<file path="src/u2cb_pkg.sv">
// ----------------------------------------------------------------------------
// u2cb_pkg
// Types, constants and the pair-mapping function for the UTF-8 to
// single-byte Cyrillic decoder.
// ----------------------------------------------------------------------------
package u2cb_pkg;

  localparam int unsigned ByteW = 8;

  typedef enum logic [1:0] {
    PH_IDLE = 2'd0,
    PH_LEAD = 2'd1,
    PH_SKIP = 2'd2
  } phase_t;

  localparam logic [ByteW-1:0] LEAD_D0      = 8'hD0;
  localparam logic [ByteW-1:0] LEAD_D1      = 8'hD1;
  localparam logic [ByteW-1:0] LEAD_D2      = 8'hD2;
  localparam logic [ByteW-1:0] OFS_D0       = 8'h30;
  localparam logic [ByteW-1:0] OFS_D1       = 8'h70;
  localparam logic [ByteW-1:0] CODE_IO_UP   = 8'hC5;
  localparam logic [ByteW-1:0] CODE_IO_LO   = 8'hE5;
  localparam logic [ByteW-1:0] CODE_GHE_UP  = 8'hC3;
  localparam logic [ByteW-1:0] CODE_GHE_LO  = 8'hE3;
  localparam logic [ByteW-1:0] CODE_I_UP    = 8'h49;
  localparam logic [ByteW-1:0] CODE_I_LO    = 8'h69;
  localparam logic [ByteW-1:0] CODE_UNKNOWN = 8'h3F;
  localparam logic [1:0]       CONT_TAG     = 2'b10;

  typedef struct packed {
    logic             known;
    logic [ByteW-1:0] code;
  } map_t;

  function automatic map_t map_pair(input logic [ByteW-1:0] lead,
                                    input logic [ByteW-1:0] d);
    map_t r;
    r.known = 1'b1;
    r.code  = CODE_UNKNOWN;
    if (lead == LEAD_D0) begin
      if (d >= 8'h90 && d <= 8'hBF)      r.code = d + OFS_D0;
      else if (d == 8'h81 || d == 8'h84) r.code = CODE_IO_UP;
      else if (d == 8'h86 || d == 8'h87) r.code = CODE_I_UP;
      else                               r.known = 1'b0;
    end else if (lead == LEAD_D1) begin
      if (d >= 8'h80 && d <= 8'h8F)      r.code = d + OFS_D1;
      else if (d == 8'h91 || d == 8'h94) r.code = CODE_IO_LO;
      else if (d == 8'h96 || d == 8'h97) r.code = CODE_I_LO;
      else                               r.known = 1'b0;
    end else if (lead == LEAD_D2) begin
      if (d == 8'h90)                    r.code = CODE_GHE_UP;
      else if (d == 8'h91)               r.code = CODE_GHE_LO;
      else                               r.known = 1'b0;
    end else begin
      r.known = 1'b0;
    end
    return r;
  endfunction

endpackage

</file>
<file path="src/utf8_to_cyrillic_byte_decoder.sv">
// ----------------------------------------------------------------------------
// utf8_to_cyrillic_byte_decoder
// Turns a UTF-8 byte stream into single-byte Cyrillic display codes.
// ----------------------------------------------------------------------------
// One byte enters per cycle and, if it yields a code, leaves through an
// input register, one level of compare-and-add logic against the
// held lead byte, and an output register. Throughput is one byte per cycle
// while the output side keeps taking; backpressure reaches the input ready
// in the same cycle. ASCII passes through, two-byte Cyrillic pairs map to
// their code, an unknown pair gives '?' and drops the continuation bytes
// after it, and a lead byte flagged as last gives '?'. tlast closes a
// string and returns the decoder to its idle phase.
module utf8_to_cyrillic_byte_decoder (
  input  logic       clk,
  input  logic       rst,
  input  logic       s_axis_tvalid,
  output logic       s_axis_tready,
  input  logic [7:0] s_axis_tdata,   // [7:0] text_byte
  input  logic       s_axis_tlast,   // end_of_text
  output logic       m_axis_tvalid,
  input  logic       m_axis_tready,
  output logic [7:0] m_axis_tdata    // [7:0] display_code
);
  import u2cb_pkg::*;

  logic             in_valid;
  logic [ByteW-1:0] in_byte;
  logic             in_last;

  phase_t           phase, phase_next;
  logic [ByteW-1:0] held_lead, held_lead_next;

  logic             out_valid;
  logic [ByteW-1:0] out_data;

  logic             process;
  logic             produce;
  logic [ByteW-1:0] code;
  map_t             pair;

  assign process       = in_valid && (!out_valid || m_axis_tready);
  assign s_axis_tready = !in_valid || process;
  assign pair          = map_pair(held_lead, in_byte);

  always_comb begin
    produce        = 1'b0;
    code           = in_byte;
    phase_next     = phase;
    held_lead_next = held_lead;
    unique case (phase)
      PH_LEAD: begin
        produce    = 1'b1;
        code       = pair.code;
        phase_next = pair.known ? PH_IDLE : PH_SKIP;
      end
      default: begin
        if (phase == PH_SKIP && in_byte[7:6] == CONT_TAG) begin
          produce = 1'b0;
        end else if (!in_byte[7]) begin
          produce    = 1'b1;
          code       = in_byte;
          phase_next = PH_IDLE;
        end else begin
          held_lead_next = in_byte;
          if (in_last) begin
            produce = 1'b1;
            code    = CODE_UNKNOWN;
          end else begin
            phase_next = PH_LEAD;
          end
        end
      end
    endcase
    if (in_last) phase_next = PH_IDLE;
  end

  always_ff @(posedge clk) begin
    if (rst) begin
      in_valid  <= 1'b0;
      out_valid <= 1'b0;
      phase     <= PH_IDLE;
      held_lead <= '0;
    end else begin
      if (s_axis_tready) in_valid <= s_axis_tvalid;
      if (process) begin
        phase     <= phase_next;
        held_lead <= held_lead_next;
      end
      if (process && produce) out_valid <= 1'b1;
      else if (m_axis_tready) out_valid <= 1'b0;
    end
  end

  always_ff @(posedge clk) begin
    if (s_axis_tready && s_axis_tvalid) begin
      in_byte <= s_axis_tdata;
      in_last <= s_axis_tlast;
    end
    if (process && produce) out_data <= code;
  end

  assign m_axis_tvalid = out_valid;
  assign m_axis_tdata  = out_data;

  a_last_idle: assert property (@(posedge clk) disable iff (rst)
    process && in_last |=> phase == PH_IDLE)
    else $error("phase not idle after end of text");

  a_pair_out: assert property (@(posedge clk) disable iff (rst)
    process && phase == PH_LEAD |=> m_axis_tvalid)
    else $error("pair produced no code");

  a_ascii_pass: assert property (@(posedge clk) disable iff (rst)
    process && phase != PH_LEAD && !in_byte[7]
      |=> m_axis_tvalid && m_axis_tdata == $past(in_byte))
    else $error("ascii byte not passed through");

endmodule

</file>
<file path="config.mk">
export PLATFORM = sky130hd
export DESIGN_NAME = utf8_to_cyrillic_byte_decoder
export DESIGN_NICKNAME = d
export VERILOG_FILES = /design/src/u2cb_pkg.sv /design/src/utf8_to_cyrillic_byte_decoder.sv
export SDC_FILE = /design/constraint.sdc
export NUM_CORES = 1
export LEC_CHECK = 0
export BUFFER_PORTS_ARGS = -buffer_cell sky130_fd_sc_hd__buf_2
export CAP_MARGIN = 25
export CORE_MARGIN = 5
export CORE_UTILIZATION = 45
export CTS_BUF_LIST = sky130_fd_sc_hd__clkbuf_4 sky130_fd_sc_hd__clkbuf_8
export CTS_CLUSTER_SIZE = 40
export DETAILED_ROUTE_END_ITERATION = 8
export GPL_TIMING_DRIVEN = 0
export PLACE_DENSITY = 0.67
export SYNTH_ARGS = -nofsm -noshare
export SYNTH_HDL_FRONTEND = slang
export SYNTH_SLANG_ARGS = --single-unit
</file>
<file path="constraint.sdc">
create_clock -name clk -period 2.4 [get_ports clk]
set_clock_uncertainty 0.2 [all_clocks]
set_input_delay 0.12 -clock clk [delete_from_list [all_inputs] [get_ports clk]]
set_output_delay 0.12 -clock clk [all_outputs]
set_load 0.005 [all_outputs]
</file>
==> out/results.tsv, run 1 <==
metric	value	unit
outcome	complete, no violations	
ys_types	53	
total_power	1.279	mW
finalNetCount	233	
worst_slew_pin_slew	0.7501	ns
worstPathRequired	2.23	ns
swShare	0.2400	
clock_path_buffers	2	
dieArea	5192	um2
pwr_density_cell	567.4	nW/um2
viasPerCell	5.699	
h-tree-depth	2	
synth_cells	169	
start_kind	flop	
max-vdd-ir-drop	0.4531	mV
hpwlAfterDp	2964	um
grt_max_degree	11	
numCtsBuffers	5	
power_frac_seq	0.453	
hold_violations	0	
ys_warn_count	0	
setup_ws	0.04549	ns
core	3689	um2
pwr-share-comb	0.154	
timing.rr.end	m_axis_tdata[3]	
rows	22	
post-route-period-util	0.9810	
p_switching	0.3070	mW
ys_async_sr_fraction	0	
die_height	72.06	um
syn_to_final_growth	30.11	%
intPower	0.9722	mW
cts_root_buf	clkbuf_8	
gp_congestion	0.9412	
cp_max_fo	5	
rr_worst_depth	6	
drive_gt1_frac	0.2982	
slew_headroom	0.4972	
ios	23	
synthesis.area	1733	um2
period_minus_slack	2.355	ns
clk_latency	0.28	ns
hold_end	held_lead[3]	
dr_total_vias	1516	
cts_num_sinks	29	
grt_setup_unrepaired	true	
whs_path_depth	2	
ff2ff_setup_slack	0.05	ns
ant_nets	0	
pre_cts_ws	-0.1624	ns
gr-usage-all-layers	0.1747	
drt_first_pass_iters	5	
synth_edf_count	17	
avgSynthCellArea	10.25	um2
power_leakage	0.8303	nW
fmax	424.7	MHz
start_util	0.4698	
die_x	72.06	um
wirelength	4360	um
endpoint_kind	flop	
max_cap_viol_count	0	
ys_seq_elements	29	
first_global_vias	1527	
wl_per_cell	16.39	um
first_iter_violations	105	
setup_violations	0	
cts_tree	done	
pwr-share-clk	0.393	
diodes	0	
holdCritStartpoint	held_lead[3]	
antenna_found_initial	0	
synth_nets	185	
grt-ovfl-total	0	
critPathArrivalTime	2.19	ns
r2r-start	in_byte[4]	
yosysSeqAreaShare	0.4332	
worstSetupPathType	flop to flop	
hp-class	flop to flop	
clk_pin_slew_worst_paths	0.06	ns
numPortBuffers	22	
post-route-drc-count	0	
grt_pass1_wl	7107	um
slew_violations	0	
final_util	0.6113	
synth_flop_cell	edfxtp_1	
-- through the flow --
stage	setup TNS, ns	hold WS (ns)	instances	instance area (um2)
after floorplan	0	-0.0006889	169	1733
after global placement	-0.5552	0.09664	239	1903
after detailed placement	-0.4810	0.09811	239	1903
after CTS	0	0.3095	262	2181
after global routing	-0.06550	0.3382	266	2255
final	0	0.2966	266	2255
-- power by group through the flow --
stage	Clock, mW	Sequential [mW]	Combinational, mW
finish	0.503	0.579	0.197
global route	0.528	0.581	0.216
CTS	0.507	0.578	0.183
detailed placement	0	0.589	0.158
global placement	0	0.588	0.157
floorplan	0	0.584	0.113
-- worst max-delay path, stage by stage (launching register included) --
cell,delay (ns)
edfxtp_1,0.50
ha_4,0.21
or4b_4,0.51
o22ai_4,0.22
o31ai_2,0.11
o21bai_1,0.18
a21o_1,0.18
-- placed cells by master, fill, tap and decap left out, types with 2 or more instances in the layout --
cell type,n
a211oi_1,2
nor3b_1,3
edfxtp_1,17
a21oi_1,9
inv_1,5
dfxtp_1,12
nand2_1,11
o21ai_0,11
and2_1,3
a22oi_1,2
nand4_1,3
clkbuf_1,2
clkbuf_8,8
mux2i_1,7
nand3b_1,3
nor3_1,4
nand2b_1,4
buf_2,22
nor2_1,17
o31ai_1,3
buf_4,6
nor2b_1,3
dlygate4sd3_1,13
nand2b_4,2
buf_6,2
or2b_2,3
-- layer usage --
layer,track usage,up-vias,routed length (um)
met3,0.04155,15,299
met4,0.07516,0,93
li1,-,726,-
met1,0.2002,704,1782
met2,0.3092,71,2184
met5,0,-,0
-- logic make-up after synthesis --
group | after synthesis | share of synthesized area
and+or+nand+nor | 69 | 0.2498
AOI/OAI and AO/OA | 46 | 0.1906
DFF | 29 | 0.4332
buffers and inverters | 13 | 0.05415
muxes | 7 | 0.04043
adders and majority gates | 3 | 0.02166
xor gates and xnor gates | 2 | 0.01011
-- state kept, by name, indices dropped and copies added, names as in the netlist --
signal and flops:
in_byte 8, held_lead 8, m_axis_tvalid 1, phase 2, m_axis_tdata 8, in_last 1, in_valid 1
-- worst max-delay path by stage --
stage,start,end,slack (ns),cells past startpoint
final,in_byte[4],m_axis_tdata[3],0.05,6
after global routing,in_byte[4],m_axis_tdata[3],-0.02,6
after CTS,in_byte[6],m_axis_tdata[0],0.02,5
after detailed placement,in_byte[5],m_axis_tdata[3],-0.16,7
after global placement,in_byte[5],m_axis_tdata[3],-0.18,7
after floorplan,in_byte[5],m_axis_tdata[3],0.12,7
-- repair_timing --
item / 4_1_cts / 5_1_grt
setup buffers: 2 / 4
hold buffers: 13 / 0
pin swaps: 1 / 2
endpoints found under the setup margin: 7 / 7
resized for setup: 4 / 9
hold endpoints to repair: 13 / 0
-- synthesized netlist by cell type (2+ instances only) --
cell type / number / area (um2)
nor3_1: 4 / 20.02
edfxtp_1: 17 / 510.5
dfxtp_1: 12 / 240.2
ha_1: 3 / 37.54
mux2i_1: 7 / 70.07
nand4_1: 3 / 18.77
nor4_1: 2 / 12.51
and2_1: 3 / 18.77
nand3b_1: 3 / 22.52
o21ai_0: 12 / 60.06
nand2b_4: 2 / 27.53
nand2_1: 11 / 41.29
clkbuf_8: 3 / 41.29
nand2b_1: 4 / 25.02
nor2b_1: 4 / 25.02
nor3b_1: 3 / 22.52
inv_1: 6 / 22.52
or2b_2: 3 / 26.28
clkbuf_1: 2 / 7.510
a22oi_1: 2 / 15.01
buf_6: 2 / 22.52
a21oi_1: 9 / 45.04
a211oi_1: 2 / 15.01
xnor2_1: 2 / 17.52
nor2_1: 17 / 63.81
o31ai_1: 4 / 30.03
-- layout make-up --
cell class	instances	area, um2
clock buffers	6	76.32
multi-input cells	127	954.7
fillers	302	1434
well taps	48	60.06
plain buffers	7	71.32
inverters	6	22.52
clock inverters	2	33.78
flip-flops and latches	29	750.7
repair buffers	41	285.3
(Power assumes the default switching activity.)
==> run 2: changes to the inputs <==
- CORE_UTILIZATION: 45 -> 35
- PLACE_DENSITY: 0.67 -> default
==> run 2 against run 1 <==
Fmax rose by 0.27%; final cell count rose by 6.8%; power rose by 0.46%; cell area barely moved; setup slack improved by 0.0064 ns; sequential share of layout area barely moved; flip-flop and latch count did not move; highest routed layer unchanged.
==> out/results.tsv, run 2 (synthesized netlist as in run 1, its figures left out) <==
metric	value	unit	change
cp_max_fo	6		was 5
cts_tree	done		unchanged
fmax	425.9	MHz	was 424.7 MHz
top_layer	met4		unchanged
die_height	80.37	um	was 72.06 um
period_minus_slack	2.348	ns	was 2.355 ns
max_cap_viol_count	0		unchanged
first_iter_violations	114		was 105
die_x	80.37	um	was 72.06 um
grt_pass1_wl	6824	um	was 7107 um
worstSetupPathType	flop to flop		unchanged
final.setup.tns	0	ns	unchanged
place_inst	258		was 239
dieArea	6459	um2	was 5192 um2
gr-usage-all-layers	0.1379		was 0.1747
setup_ws	0.05188	ns	was 0.04549 ns
first_global_vias	1422		was 1527
drive_gt1_frac	0.2857		was 0.2982
gp_congestion	0.8551		was 0.9412
grt_max_degree	11		unchanged
max-vdd-ir-drop	0.5345	mV	was 0.4531 mV
worst_slew_pin_slew	0.7591	ns	was 0.7501 ns
final_cells	284		was 266
final_common_cell	buf_2		unchanged
pwr-share-comb	0.148		was 0.154
slew_violations	0		unchanged
hold_violations	0		unchanged
clk_latency	0.28	ns	about the same
viasPerCell	5.268		was 5.699
swShare	0.2443		was 0.2400
finalNetCount	232		was 233
wirelength	4132	um	was 4360 um
p_switching	0.3140	mW	was 0.3070 mW
pre_cts_ws	-0.1444	ns	was -0.1624 ns
core	4755	um2	was 3689 um2
intPower	0.9711	mW	was 0.9722 mW
hp-class	flop to flop		unchanged
hpwlAfterDp	2816	um	was 2964 um
wl_per_cell	14.55	um	was 16.39 um
met3WireLength	226	um	was 299 um
diodes	0		unchanged
grt-ovfl-total	0		unchanged
pwr-share-clk	0.402		was 0.393
worstPathRequired	2.24	ns	was 2.23 ns
power_leakage	0.8210	nW	was 0.8303 nW
cts_root_buf	clkbuf_8		unchanged
slew_headroom	0.4912		was 0.4972
cts_num_sinks	29		unchanged
antenna_found_initial	0		unchanged
drt_first_pass_iters	4		was 5
endpoint_kind	flop		unchanged
ant_nets	0		unchanged
ios	23		unchanged
setup_violations	0		unchanged
wl_met2	1922	um	was 2184 um
start_util	0.3645		was 0.4698
grt_setup_unrepaired	true		unchanged
final_cell_mix	buf_2, nor2_1, edfxtp_1		unchanged
h-tree-depth	2		unchanged
numPortBuffers	22		unchanged
post-route-period-util	0.9784		was 0.9810
clock_path_buffers	2		unchanged
start_kind	flop		unchanged
numCtsBuffers	5		unchanged
outcome	complete, no violations		unchanged
critPathArrivalTime	2.19	ns	about the same
power_frac_seq	0.450		was 0.453
post-route-drc-count	0		unchanged
syn_to_final_growth	30.04	%	was 30.11%
pwr_density_cell	570.3	nW/um2	was 567.4 nW/um2
wl_met1	1888	um	was 1782 um
rows	25		was 22
clk_pin_slew_worst_paths	0.07	ns	was 0.06 ns
dr_total_vias	1496		was 1516
-- run 2: power groups by stage --
stage | logic, mW | registers, mW | clock network (mW)
global placement | 0.157 | 0.589 | 0
global route | 0.209 | 0.580 | 0.550
floorplan | 0.113 | 0.584 | 0
detailed placement | 0.157 | 0.589 | 0
CTS | 0.180 | 0.577 | 0.528
finish | 0.191 | 0.578 | 0.516
-- run 2: timing repair --
| action | in CTS | in global routing |
|---|---|---|
| pin swaps | 1 | 1 |
| gates resized for setup | 2 | 8 |
| endpoints found under the hold margin | 13 | 0 |
| setup buffers | 2 | 3 |
| hold buffers | 13 | 0 |
| endpoints found under the setup margin | 6 | 5 |
-- run 2: worst max-delay path, stage by stage, from the launching register on --
cell and delay (ns):
edfxtp_1 0.42, inv_2 0.11, ha_4 0.16, or4b_4 0.51, o22ai_4 0.23, o31ai_1 0.13, o21bai_1 0.19, a21o_1 0.17
-- run 2: cell type report --
class	count	area [um2]
plain buffers	7	71.32
clock buffers	6	76.32
clock inverters	2	35.03
fillers	443	2501
inverters	6	22.52
multi-input cells	127	935.9
flip-flops and latches	29	750.7
well taps	67	83.83
repair buffers	40	277.8
-- run 2: final timing paths --
kind / start / endpoint / slack (ns) / cells past startpoint
worst max-delay path: in_byte[5] / m_axis_tdata[3] / 0.05 / 7
worst min register to register: held_lead[5] / held_lead[5] / 0.30 / 2
worst min-delay path: held_lead[5] / held_lead[5] / 0.30 / 2
worst max register to register: in_byte[5] / m_axis_tdata[3] / 0.05 / 7
-- run 2: per-stage QoR --
step           total power, mW  utilization  hold slack (ns)  area (um2)
2_1_floorplan           0.6970            -       -0.0006889        1733
3_3_place_gp            0.7454       0.4053          0.09676        1927
3_5_place_dp            0.7462       0.4053          0.09810        1927
4_1_cts                  1.285       0.4613           0.3065        2193
5_1_grt                  1.339       0.4739           0.3458        2253
6_report                 1.285       0.4739           0.2969        2253
-- run 2: layer usage --
metal | up-vias | global-route usage
met5 | - | 0
met4 | 0 | 0.04730
met2 | 51 | 0.2268
li1 | 724 | -
met3 | 13 | 0.03700
met1 | 708 | 0.1735
